File: src/hdl/assert_macros.svh
// ----------------------------------------------------------------------------
// assert_macros.svh
// Assertion macros shared by the thermostat scheduler RTL.
// ----------------------------------------------------------------------------
`ifndef ASSERT_MACROS_SVH
`define ASSERT_MACROS_SVH

// check on every rising edge, skipped while reset is asserted
`define ASSERT_CLK(lbl, prop, msg) \
    lbl: assert property (@(posedge i_clk) disable iff (!i_rst_n) prop) else $error(msg);

// check on every rising edge, reset included
`define ASSERT_ALWAYS(lbl, prop, msg) \
    lbl: assert property (@(posedge i_clk) prop) else $error(msg);

`endif

File: src/hdl/pts_pkg.sv
// ----------------------------------------------------------------------------
// pts_pkg
// Types and constants of the periodic thermostat scheduler.
// ----------------------------------------------------------------------------
package pts_pkg;

    localparam int TASK_COUNT   = 3;
    localparam int TASK_BUTTON  = 0;
    localparam int TASK_SAMPLE  = 1;
    localparam int TASK_REPORT  = 2;

    localparam int TICK_W       = 10;
    localparam int PERIOD_W     = 16;
    localparam int CFG_IDX_W    = 2;
    localparam int CFG_DATA_W   = 16;
    localparam int SENSOR_W     = 16;
    localparam int TEMP_W       = 9;
    localparam int SETP_W       = 8;
    localparam int SECONDS_W    = 32;
    localparam int OUT_DATA_W   = 56;

    localparam logic [PERIOD_W-1:0] ELAPSED_MAX     = 16'hFFFF;
    localparam logic [TICK_W-1:0]   TICK_MS_RST     = 10'd100;
    localparam logic [PERIOD_W-1:0] BUTTON_P_RST    = 16'd200;
    localparam logic [PERIOD_W-1:0] SAMPLE_P_RST    = 16'd500;
    localparam logic [PERIOD_W-1:0] REPORT_P_RST    = 16'd1000;
    localparam logic signed [SETP_W-1:0] SETP_RST   = 8'sd25;
    localparam logic signed [SETP_W-1:0] SETP_MAX   = 8'sd127;
    localparam logic signed [SETP_W-1:0] SETP_MIN   = -8'sd128;

    typedef enum logic [1:0] {
        KIND_TICK = 2'd0,
        KIND_UP   = 2'd1,
        KIND_DOWN = 2'd2
    } t_kind;

    typedef enum logic [CFG_IDX_W-1:0] {
        CFG_TICK_MS   = 2'd0,
        CFG_BUTTON_P  = 2'd1,
        CFG_SAMPLE_P  = 2'd2,
        CFG_REPORT_P  = 2'd3
    } t_cfg_idx;

    typedef struct packed {
        logic                  en;
        logic [CFG_IDX_W-1:0]  index;
        logic [CFG_DATA_W-1:0] data;
    } t_cfg_wr;

    typedef struct packed {
        logic report;
        logic sample;
        logic button;
    } t_due;

    typedef struct packed {
        logic [SECONDS_W-1:0]     seconds;
        logic                     heater_on;
        logic signed [SETP_W-1:0] setpoint;
        logic signed [TEMP_W-1:0] temperature;
    } t_result;

endpackage

File: src/hdl/pts_task_timer.sv
// ----------------------------------------------------------------------------
// pts_task_timer
// Tick length and task period registers, per-task elapsed counters and due
// flags.
// ----------------------------------------------------------------------------
`include "assert_macros.svh"

module pts_task_timer (
    input  logic             i_clk,
    input  logic             i_rst_n,
    input  pts_pkg::t_cfg_wr i_cfg,
    input  logic             i_tick,
    output pts_pkg::t_due    o_due
);

    logic [pts_pkg::TICK_W-1:0]   r_tick_ms;
    logic [pts_pkg::PERIOD_W-1:0] r_period [pts_pkg::TASK_COUNT];
    logic [pts_pkg::PERIOD_W-1:0] r_elapsed [pts_pkg::TASK_COUNT];
    logic [pts_pkg::PERIOD_W-1:0] n_elapsed [pts_pkg::TASK_COUNT];
    logic [pts_pkg::TASK_COUNT-1:0] w_due;

    always_ff @(posedge i_clk) begin
        if (!i_rst_n) begin
            r_tick_ms                      <= pts_pkg::TICK_MS_RST;
            r_period[pts_pkg::TASK_BUTTON] <= pts_pkg::BUTTON_P_RST;
            r_period[pts_pkg::TASK_SAMPLE] <= pts_pkg::SAMPLE_P_RST;
            r_period[pts_pkg::TASK_REPORT] <= pts_pkg::REPORT_P_RST;
        end else if (i_cfg.en) begin
            unique case (pts_pkg::t_cfg_idx'(i_cfg.index))
                pts_pkg::CFG_TICK_MS:  r_tick_ms <= i_cfg.data[pts_pkg::TICK_W-1:0];
                pts_pkg::CFG_BUTTON_P: r_period[pts_pkg::TASK_BUTTON] <= i_cfg.data;
                pts_pkg::CFG_SAMPLE_P: r_period[pts_pkg::TASK_SAMPLE] <= i_cfg.data;
                pts_pkg::CFG_REPORT_P: r_period[pts_pkg::TASK_REPORT] <= i_cfg.data;
                default: ;
            endcase
        end
    end

    always_comb begin
        logic [pts_pkg::PERIOD_W:0] sum;
        sum = '0;
        for (int i = 0; i < pts_pkg::TASK_COUNT; i++) begin
            w_due[i] = (r_elapsed[i] >= r_period[i]);
            sum      = {1'b0, r_elapsed[i]}
                     + {{(pts_pkg::PERIOD_W + 1 - pts_pkg::TICK_W){1'b0}}, r_tick_ms};
            if (w_due[i]) begin
                n_elapsed[i] = '0;
            end else if (sum[pts_pkg::PERIOD_W]) begin
                n_elapsed[i] = pts_pkg::ELAPSED_MAX;
            end else begin
                n_elapsed[i] = sum[pts_pkg::PERIOD_W-1:0];
            end
        end
    end

    always_ff @(posedge i_clk) begin
        if (!i_rst_n) begin
            for (int i = 0; i < pts_pkg::TASK_COUNT; i++) begin
                r_elapsed[i] <= pts_pkg::ELAPSED_MAX;
            end
        end else if (i_tick) begin
            for (int i = 0; i < pts_pkg::TASK_COUNT; i++) begin
                r_elapsed[i] <= n_elapsed[i];
            end
        end
    end

    assign o_due.button = w_due[pts_pkg::TASK_BUTTON];
    assign o_due.sample = w_due[pts_pkg::TASK_SAMPLE];
    assign o_due.report = w_due[pts_pkg::TASK_REPORT];

    `ASSERT_CLK(a_report_clears, i_tick && o_due.report |=> r_elapsed[pts_pkg::TASK_REPORT] == '0, "report count not cleared after run")
    `ASSERT_CLK(a_idle_holds, !i_tick && !i_cfg.en |=> $stable(o_due), "due flags moved without tick")

endmodule

File: src/hdl/pts_task_core.sv
// ----------------------------------------------------------------------------
// pts_task_core
// Button, sample and report tasks: pending flags, setpoint, captured
// temperature, heater level and report count.
// ----------------------------------------------------------------------------
`include "assert_macros.svh"

module pts_task_core (
    input  logic                          i_clk,
    input  logic                          i_rst_n,
    input  logic                          i_fire,
    input  logic [1:0]                    i_kind,
    input  logic [pts_pkg::SENSOR_W-1:0]  i_sensor,
    input  pts_pkg::t_due                 i_due,
    output logic                          o_has_result,
    output pts_pkg::t_result              o_result
);

    logic                                 r_up;
    logic                                 r_down;
    logic signed [pts_pkg::SETP_W-1:0]    r_set_temp;
    logic signed [pts_pkg::TEMP_W-1:0]    r_cap_temp;
    logic                                 r_heater;
    logic [pts_pkg::SECONDS_W-1:0]        r_count;

    logic                                 n_up;
    logic                                 n_down;
    logic signed [pts_pkg::SETP_W-1:0]    n_set_temp;
    logic signed [pts_pkg::TEMP_W-1:0]    n_cap_temp;
    logic                                 n_heater;
    logic [pts_pkg::SECONDS_W-1:0]        n_count;

    logic signed [pts_pkg::SENSOR_W:0]    w_sum;
    logic signed [pts_pkg::TEMP_W-1:0]    w_sample;

    // truncate toward zero: bias negative words before the arithmetic shift
    assign w_sum    = $signed({i_sensor[pts_pkg::SENSOR_W-1], i_sensor})
                    + (i_sensor[pts_pkg::SENSOR_W-1] ? 17'sd127 : 17'sd0);
    assign w_sample = w_sum[pts_pkg::SENSOR_W-1:pts_pkg::SENSOR_W-pts_pkg::TEMP_W];

    always_comb begin
        logic signed [pts_pkg::SETP_W-1:0] sp;
        logic signed [pts_pkg::TEMP_W-1:0] sp_ext;
        n_up         = r_up;
        n_down       = r_down;
        n_set_temp   = r_set_temp;
        n_cap_temp   = r_cap_temp;
        n_heater     = r_heater;
        n_count      = r_count;
        o_has_result = 1'b0;
        sp           = r_set_temp;
        sp_ext       = '0;
        if (i_fire) begin
            case (i_kind)
                pts_pkg::KIND_UP:   n_up   = 1'b1;
                pts_pkg::KIND_DOWN: n_down = 1'b1;
                pts_pkg::KIND_TICK: begin
                    if (i_due.button) begin
                        if (r_up && sp != pts_pkg::SETP_MAX) sp = sp + 8'sd1;
                        if (r_down && sp != pts_pkg::SETP_MIN) sp = sp - 8'sd1;
                        n_set_temp = sp;
                        n_up       = 1'b0;
                        n_down     = 1'b0;
                    end
                    if (i_due.sample) begin
                        n_cap_temp = w_sample;
                    end
                    if (i_due.report) begin
                        sp_ext       = {n_set_temp[pts_pkg::SETP_W-1], n_set_temp};
                        n_heater     = (n_cap_temp >= sp_ext) ? 1'b0 : 1'b1;
                        n_count      = r_count + 32'd1;
                        o_has_result = 1'b1;
                    end
                end
                default: ;
            endcase
        end
    end

    always_ff @(posedge i_clk) begin
        if (!i_rst_n) begin
            r_up       <= 1'b0;
            r_down     <= 1'b0;
            r_set_temp <= pts_pkg::SETP_RST;
            r_cap_temp <= '0;
            r_heater   <= 1'b0;
            r_count    <= '0;
        end else begin
            r_up       <= n_up;
            r_down     <= n_down;
            r_set_temp <= n_set_temp;
            r_cap_temp <= n_cap_temp;
            r_heater   <= n_heater;
            r_count    <= n_count;
        end
    end

    assign o_result.temperature = n_cap_temp;
    assign o_result.setpoint    = n_set_temp;
    assign o_result.heater_on   = n_heater;
    assign o_result.seconds     = r_count;

    `ASSERT_CLK(a_count_step, o_has_result |=> r_count == $past(r_count) + 32'd1, "report count did not advance")
    `ASSERT_CLK(a_setp_hold, !(i_fire && i_kind == pts_pkg::KIND_TICK && i_due.button) |=> $stable(r_set_temp), "setpoint moved outside button task")
    `ASSERT_ALWAYS(a_result_fire, o_has_result |-> i_fire && i_due.report, "result without report run")

endmodule

File: src/hdl/periodic_thermostat_scheduler_unit.sv
// ----------------------------------------------------------------------------
// periodic_thermostat_scheduler_unit
// On-off thermostat run by three periodic tasks (button, sample, report).
//
//   channel   dir  handshake               payload
//   s_axis    in   tvalid/tready           tuser kind, tdata sensor word
//   m_axis    out  tvalid/tready           tdata report result
//   cfg       in   i_cfg_valid/o_cfg_ready register index and value
//
// One beat enters per cycle while the result side keeps up; a result passes
// from its input beat through the input register, then the result register.
// The task logic sits between the two registers; only a full result
// register that is not taken holds the input side.
// Synchronous active-low reset restores defaults.
// ----------------------------------------------------------------------------
`include "assert_macros.svh"

module periodic_thermostat_scheduler_unit (
    input  logic                             i_clk,
    input  logic                             i_rst_n,
    input  logic                             i_s_axis_tvalid,
    output logic                             o_s_axis_tready,
    input  logic [pts_pkg::SENSOR_W-1:0]     i_s_axis_tdata,  // [15:0] sensor_raw
    input  logic [1:0]                       i_s_axis_tuser,  // [1:0] kind
    output logic                             o_m_axis_tvalid,
    input  logic                             i_m_axis_tready,
    // [8:0] temperature, [16:9] setpoint, [17] heater_on, [49:18] seconds, zero above
    output logic [pts_pkg::OUT_DATA_W-1:0]   o_m_axis_tdata,
    input  logic                             i_cfg_valid,
    output logic                             o_cfg_ready,
    input  logic [pts_pkg::CFG_IDX_W-1:0]    i_cfg_index,
    input  logic [pts_pkg::CFG_DATA_W-1:0]   i_cfg_data
);

    localparam int RES_W = $bits(pts_pkg::t_result);

    logic                             r_in_valid;
    logic [1:0]                       r_in_kind;
    logic [pts_pkg::SENSOR_W-1:0]     r_in_sensor;
    logic                             r_out_valid;
    pts_pkg::t_result                 r_out_data;

    logic                             w_advance;
    logic                             w_tick;
    logic                             w_has_result;
    pts_pkg::t_result                 w_result;
    pts_pkg::t_due                    w_due;
    pts_pkg::t_cfg_wr                 w_cfg;

    assign o_cfg_ready = 1'b1;
    assign w_cfg.en    = i_cfg_valid;
    assign w_cfg.index = i_cfg_index;
    assign w_cfg.data  = i_cfg_data;

    assign w_advance       = r_in_valid && (!r_out_valid || i_m_axis_tready);
    assign o_s_axis_tready = !r_in_valid || w_advance;
    assign w_tick          = w_advance && (r_in_kind == pts_pkg::KIND_TICK);

    always_ff @(posedge i_clk) begin
        if (!i_rst_n) begin
            r_in_valid <= 1'b0;
        end else if (o_s_axis_tready) begin
            r_in_valid <= i_s_axis_tvalid;
        end
    end

    always_ff @(posedge i_clk) begin
        if (i_s_axis_tvalid && o_s_axis_tready) begin
            r_in_kind   <= i_s_axis_tuser;
            r_in_sensor <= i_s_axis_tdata;
        end
    end

    pts_task_timer u_timer (
        .i_clk   (i_clk),
        .i_rst_n (i_rst_n),
        .i_cfg   (w_cfg),
        .i_tick  (w_tick),
        .o_due   (w_due)
    );

    pts_task_core u_core (
        .i_clk        (i_clk),
        .i_rst_n      (i_rst_n),
        .i_fire       (w_advance),
        .i_kind       (r_in_kind),
        .i_sensor     (r_in_sensor),
        .i_due        (w_due),
        .o_has_result (w_has_result),
        .o_result     (w_result)
    );

    always_ff @(posedge i_clk) begin
        if (!i_rst_n) begin
            r_out_valid <= 1'b0;
        end else if (w_advance && w_has_result) begin
            r_out_valid <= 1'b1;
        end else if (i_m_axis_tready) begin
            r_out_valid <= 1'b0;
        end
    end

    always_ff @(posedge i_clk) begin
        if (w_advance && w_has_result) begin
            r_out_data <= w_result;
        end
    end

    assign o_m_axis_tvalid = r_out_valid;
    assign o_m_axis_tdata  = {{(pts_pkg::OUT_DATA_W - RES_W){1'b0}}, r_out_data};

    `ASSERT_CLK(a_no_overrun, w_advance |-> !(r_out_valid && !i_m_axis_tready), "beat advanced into a stalled result")

endmodule

File: config.mk
export PLATFORM = sky130hd
export DESIGN_NAME = periodic_thermostat_scheduler_unit
export DESIGN_NICKNAME = d
export VERILOG_FILES = /design/src/hdl/pts_pkg.sv /design/src/hdl/pts_task_timer.sv /design/src/hdl/pts_task_core.sv /design/src/hdl/periodic_thermostat_scheduler_unit.sv
export VERILOG_INCLUDE_DIRS = /design/src /design/src/hdl
export SDC_FILE = /design/constraint.sdc
export NUM_CORES = 1
export LEC_CHECK = 0
export ABC_AREA = 1
export CORE_MARGIN = 4
export CORE_UTILIZATION = 45
export CTS_BUF_LIST = sky130_fd_sc_hd__clkbuf_4
export CTS_CLUSTER_SIZE = 30
export DETAILED_ROUTE_END_ITERATION = 12
export DONT_BUFFER_PORTS = 1
export GPL_TIMING_DRIVEN = 0
export SLEW_MARGIN = 5
export SYNTH_ARGS = -nofsm -noshare
export SYNTH_HDL_FRONTEND = slang
export SYNTH_HIERARCHICAL = 1
export SYNTH_SLANG_ARGS = --single-unit
File: constraint.sdc
create_clock -name i_clk -period 4.3 [get_ports i_clk]
set_clock_uncertainty 0.1 [all_clocks]
set_input_delay 0.86 -clock i_clk [delete_from_list [all_inputs] [get_ports i_clk]]
set_output_delay 0.86 -clock i_clk [all_outputs]
set_load 0.05 [all_outputs]
==> flow_metrics.py <==
metrics = {
    "layout": {
        "drive_gt1_share_pct": 14.0,
        "syn2layout_area_growth_pct": 11.1,
        "fillerInstances": 2852,
        "postLayoutCellArea_um2": 15100,
        "layout.nets": 1874,
    },
    "clock_network": {
        "root_buffer": "clkbuf_4",
        "cts.path.max_buffers": 3,
        "clkTransAtPathRegs_ps": 70,
        "h-tree-depth": 3,
        "cts-hold-fix-buffers": 0,
        "cts_tree": "yes",
        "cts.sinks": 228,
        "numCtsBuffers": 66,
        "insertion_delay_ps": 650,
    },
    "placed_design": {
        "port_buffers": 0,
        "dpl_worst_slack_ps": 117,
        "dp_hpwl_mm": 23.5,
        "placed_area_um2": 14200,
        "gp_congestion": 0.872,
    },
    "floorplan": {
        "core_area_um2": 29700,
        "start_util_pct": 45.8,
        "die_area_um2": 33100,
        "dieWidth_um": 182,
        "io_pins": 100,
        "fp.dieH_um": 182,
        "num_rows": 63,
    },
    "worst_setup_path": {
        "r2r_cells": 22,
        "crit_end": "o_m_axis_tdata[17]",
        "timing.rr.start": "u_timer/r_elapsed[0][27]",
        "reg2reg_slack_ps": 390,
        "cp.required_ps": 4620,
        "criticalPathCategory": "reg2reg",
        "worstSetupStartpoint": "u_timer/r_elapsed[0][27]",
        "cp-end-kind": "flip-flop",
        "r2r_end": "o_m_axis_tdata[17]",
        "critical_path_arrival_ps": 4230,
        "cp_max_fo": 11,
        "start_kind": "flip-flop",
    },
    "global_routing": {
        "grt_usage_pct": 19.2,
        "grt_pass1_vias": 10400,
        "antenna_found_initial": 1,
        "grt_max_degree": 33,
        "gr-total-overflow": 0,
        "grt_pass1_wl_mm": 51.5,
    },
    "sta": {
        "slew_headroom_pct": 49.6,
        "grt_setup_unrepaired": "false",
        "tightest_slew_ps": 754,
        "fin_crit_ps": 3910,
        "tns_ps": 0,
        "whs_ps": 205,
        "worst_slack_ps": 386,
        "setup_viol": 0,
        "slew_violations": 0,
        "period_share_pct": 91.0,
        "fmax_ghz": 0.255,
        "hold_viol": 0,
    },
    "min_path": {
        "hold_path.class": "in2reg",
    },
    "route": {
        "drc_errors": 0,
        "postRouteAntennaNets": 0,
        "viasPerCell": 4.90,
        "first_pass_iters": 5,
        "vias": 10700,
        "first_iter_violations": 599,
        "wl_per_cell_um": 14.5,
        "routed_wirelength_mm": 31.5,
    },
    "synth": {
        "synth-main-ff-cell": "edfxtp_1",
        "yosysSeqAreaShare_pct": 45.6,
        "netlist_instances": 1659,
        "synth_edf_count": 164,
        "ys_ff_latch": 228,
        "synth_area_um2": 13600,
        "synth_cell_types": 50,
        "avgSynthCellArea_um2": 8.21,
        "yosysWarningCount": 6,
        "async_reset_ff_share_pct": 0,
    },
    "power": {
        "power_leakage_nw": 7.00,
        "total_power_w": 0.00550,
        "ir_drop_uv": 194,
        "powerDensity_nw_per_um2": 363,
    },
    "run_status": {
        "status": "finished, final reports clean",
    },
    "job": {
        "drv_cap": 0,
    },
}
## how the worst min path moves through the flow
stage | from | end | slack (ps) | cells after the start
global placement | u_core/r_count[21] | o_m_axis_tdata[39] | 350 | 0
detailed placement | u_core/r_count[21] | o_m_axis_tdata[39] | 340 | 0
global route | i_s_axis_tdata[13] | r_in_sensor[13] | 130 | 0
floorplan | u_core/r_count[21] | o_m_axis_tdata[39] | 310 | 0
CTS | i_s_axis_tdata[13] | r_in_sensor[13] | 130 | 0
finish | i_s_axis_tdata[5] | r_in_sensor[5] | 210 | 0
## stage by stage
stage | cells | utilization (%)
detailed placement | 2058 | 47.9
floorplan | 1664 | -
global route | 2178 | 50.9
finish | 2178 | 50.9
CTS | 2178 | 50.9
global placement | 2054 | 47.6
## worst max-delay path, stage by stage (launching register included)
cell and delay [ps]:
edfxtp_1 490, ha_1 340, nand2_1 50, inv_1 60, nand3_1 60, nor3_1 330
nand3_1 210, nand3_2 290, clkbuf_2 270, o21ai_0 130, o21ai_0 130, inv_1 80
ha_1 300, nand4_1 100, o221ai_1 160, nand3_1 90, nand3_1 80, nand2_1 50
nand3_1 60, nand2_1 50, nand2_1 70, nand2_1 50, buf_4 120
## synth_stat cells (4+ instances only)
| library cell | instances | area [um2] |
|---|---|---|
| nor3_1 | 13 | 65.1 |
| nand3_1 | 105 | 526 |
| inv_1 | 256 | 961 |
| buf_2 | 6 | 30.0 |
| xnor2_1 | 12 | 105 |
| and2_1 | 6 | 37.5 |
| nor2_2 | 41 | 257 |
| a21oi_1 | 75 | 375 |
| nor2_1 | 128 | 480 |
| nand2_1 | 461 | 1730 |
| dfxtp_1 | 64 | 1280 |
| or2_1 | 5 | 31.3 |
| inv_2 | 15 | 56.3 |
| o21ai_1 | 32 | 160 |
| nand3_2 | 9 | 90.1 |
| nand2_2 | 17 | 106 |
| nor3_2 | 4 | 40.0 |
| nand2_4 | 7 | 78.8 |
| or2_2 | 8 | 50.1 |
| clkbuf_1 | 12 | 45.0 |
| nand3b_1 | 4 | 30.0 |
| nand4_1 | 8 | 50.1 |
| nor2_4 | 4 | 45.0 |
| xor2_1 | 11 | 96.3 |
| o21ai_0 | 43 | 215 |
| nor2_8 | 4 | 80.1 |
| o21a_1 | 5 | 37.5 |
| buf_4 | 9 | 67.6 |
| ha_1 | 95 | 1190 |
| edfxtp_1 | 164 | 4920 |
## logic make-up (layout without fill, tap and decap cells)
kind of cell             count (synthesis)  count (layout)  share of synthesized area [%]
adder cells (fa/ha/maj)                 98              98                           9.17
AO/OA/AOI/OAI                          175             175                           7.29
other                                    2               8                         0.0551
AND/OR/NAND/NOR                        832             832                           27.9
flip-flops                             228             228                           45.6
XOR/XNOR                                23              23                           1.48
buffers and inverters                  301             424                           8.60
## what timing repair did
| action | 4_1_cts | 5_1_grt |
|---|---|---|
| buffers inserted | 0 | 0 |
| setup endpoints to repair | 0 | 2 |
| gates resized for setup | 0 | 4 |
| endpoints found under the hold margin | 0 | 0 |
## routing by layer
layer	track usage, %	part of all wire, %	vias up
met2	32.0	47	270
met3	5.61	6.8	62
met1	23.7	44	4785
met5	0	0	-
li1	-	-	5546
met4	6.99	2.7	0
## area by class of cell
cell class,count,area (um2),share of cell area [%]
clock inverter,24,166,1.10
inverter,273,1020,6.77
antenna,1,2.50,0.0165
tap,390,488,3.22
clock buffer,96,721,4.76
timing repair buffer,4,90.1,0.595
sequential,228,6210,41.0
buffer,27,144,0.951
multi-input combinational,1135,6290,41.6
## report_power, final
group / internal [W] / switching, W / total (W)
Combinational: 0.000309 / 0.000567 / 0.000876
Clock: 0.00116 / 0.000971 / 0.00213
Sequential: 0.00243 / 0.0000556 / 0.00249
Total: 0.00390 / 0.00159 / 0.00550
## cell usage in the layout, fill, tap and decap left out, types with 6 or more instances in the layout
cell / instances
nor3_1: 12
nand3_1: 105
clkinv_1: 18
inv_1: 256
nor2_2: 41
nand2_4: 7
buf_4: 9
nand4_1: 8
or2_2: 8
conb_1: 7
xnor2_1: 12
o21ai_1: 32
dfxtp_1: 64
buf_2: 6
nand3_2: 8
clkbuf_4: 96
a21oi_1: 75
ha_1: 95
nand2_2: 18
nor2_1: 127
xor2_1: 11
clkbuf_1: 10
o21ai_0: 42
and2_1: 6
nand2_1: 460
inv_2: 16
edfxtp_1: 164
## registers in the layout (all words and copies together), names as in the netlist
register and count:
r_in_sensor 16, u_core/r_heater 1, r_in_kind 2, u_timer/r_elapsed 48
u_core/r_count 32, u_timer/r_tick_ms 10, u_core/r_cap_temp 9, o_m_axis_tvalid 1
u_core/r_down 1, o_m_axis_tdata 50, u_timer/r_period 48, r_in_valid 1
u_core/r_set_temp 8, u_core/r_up 1
(Power assumes the default switching activity.)
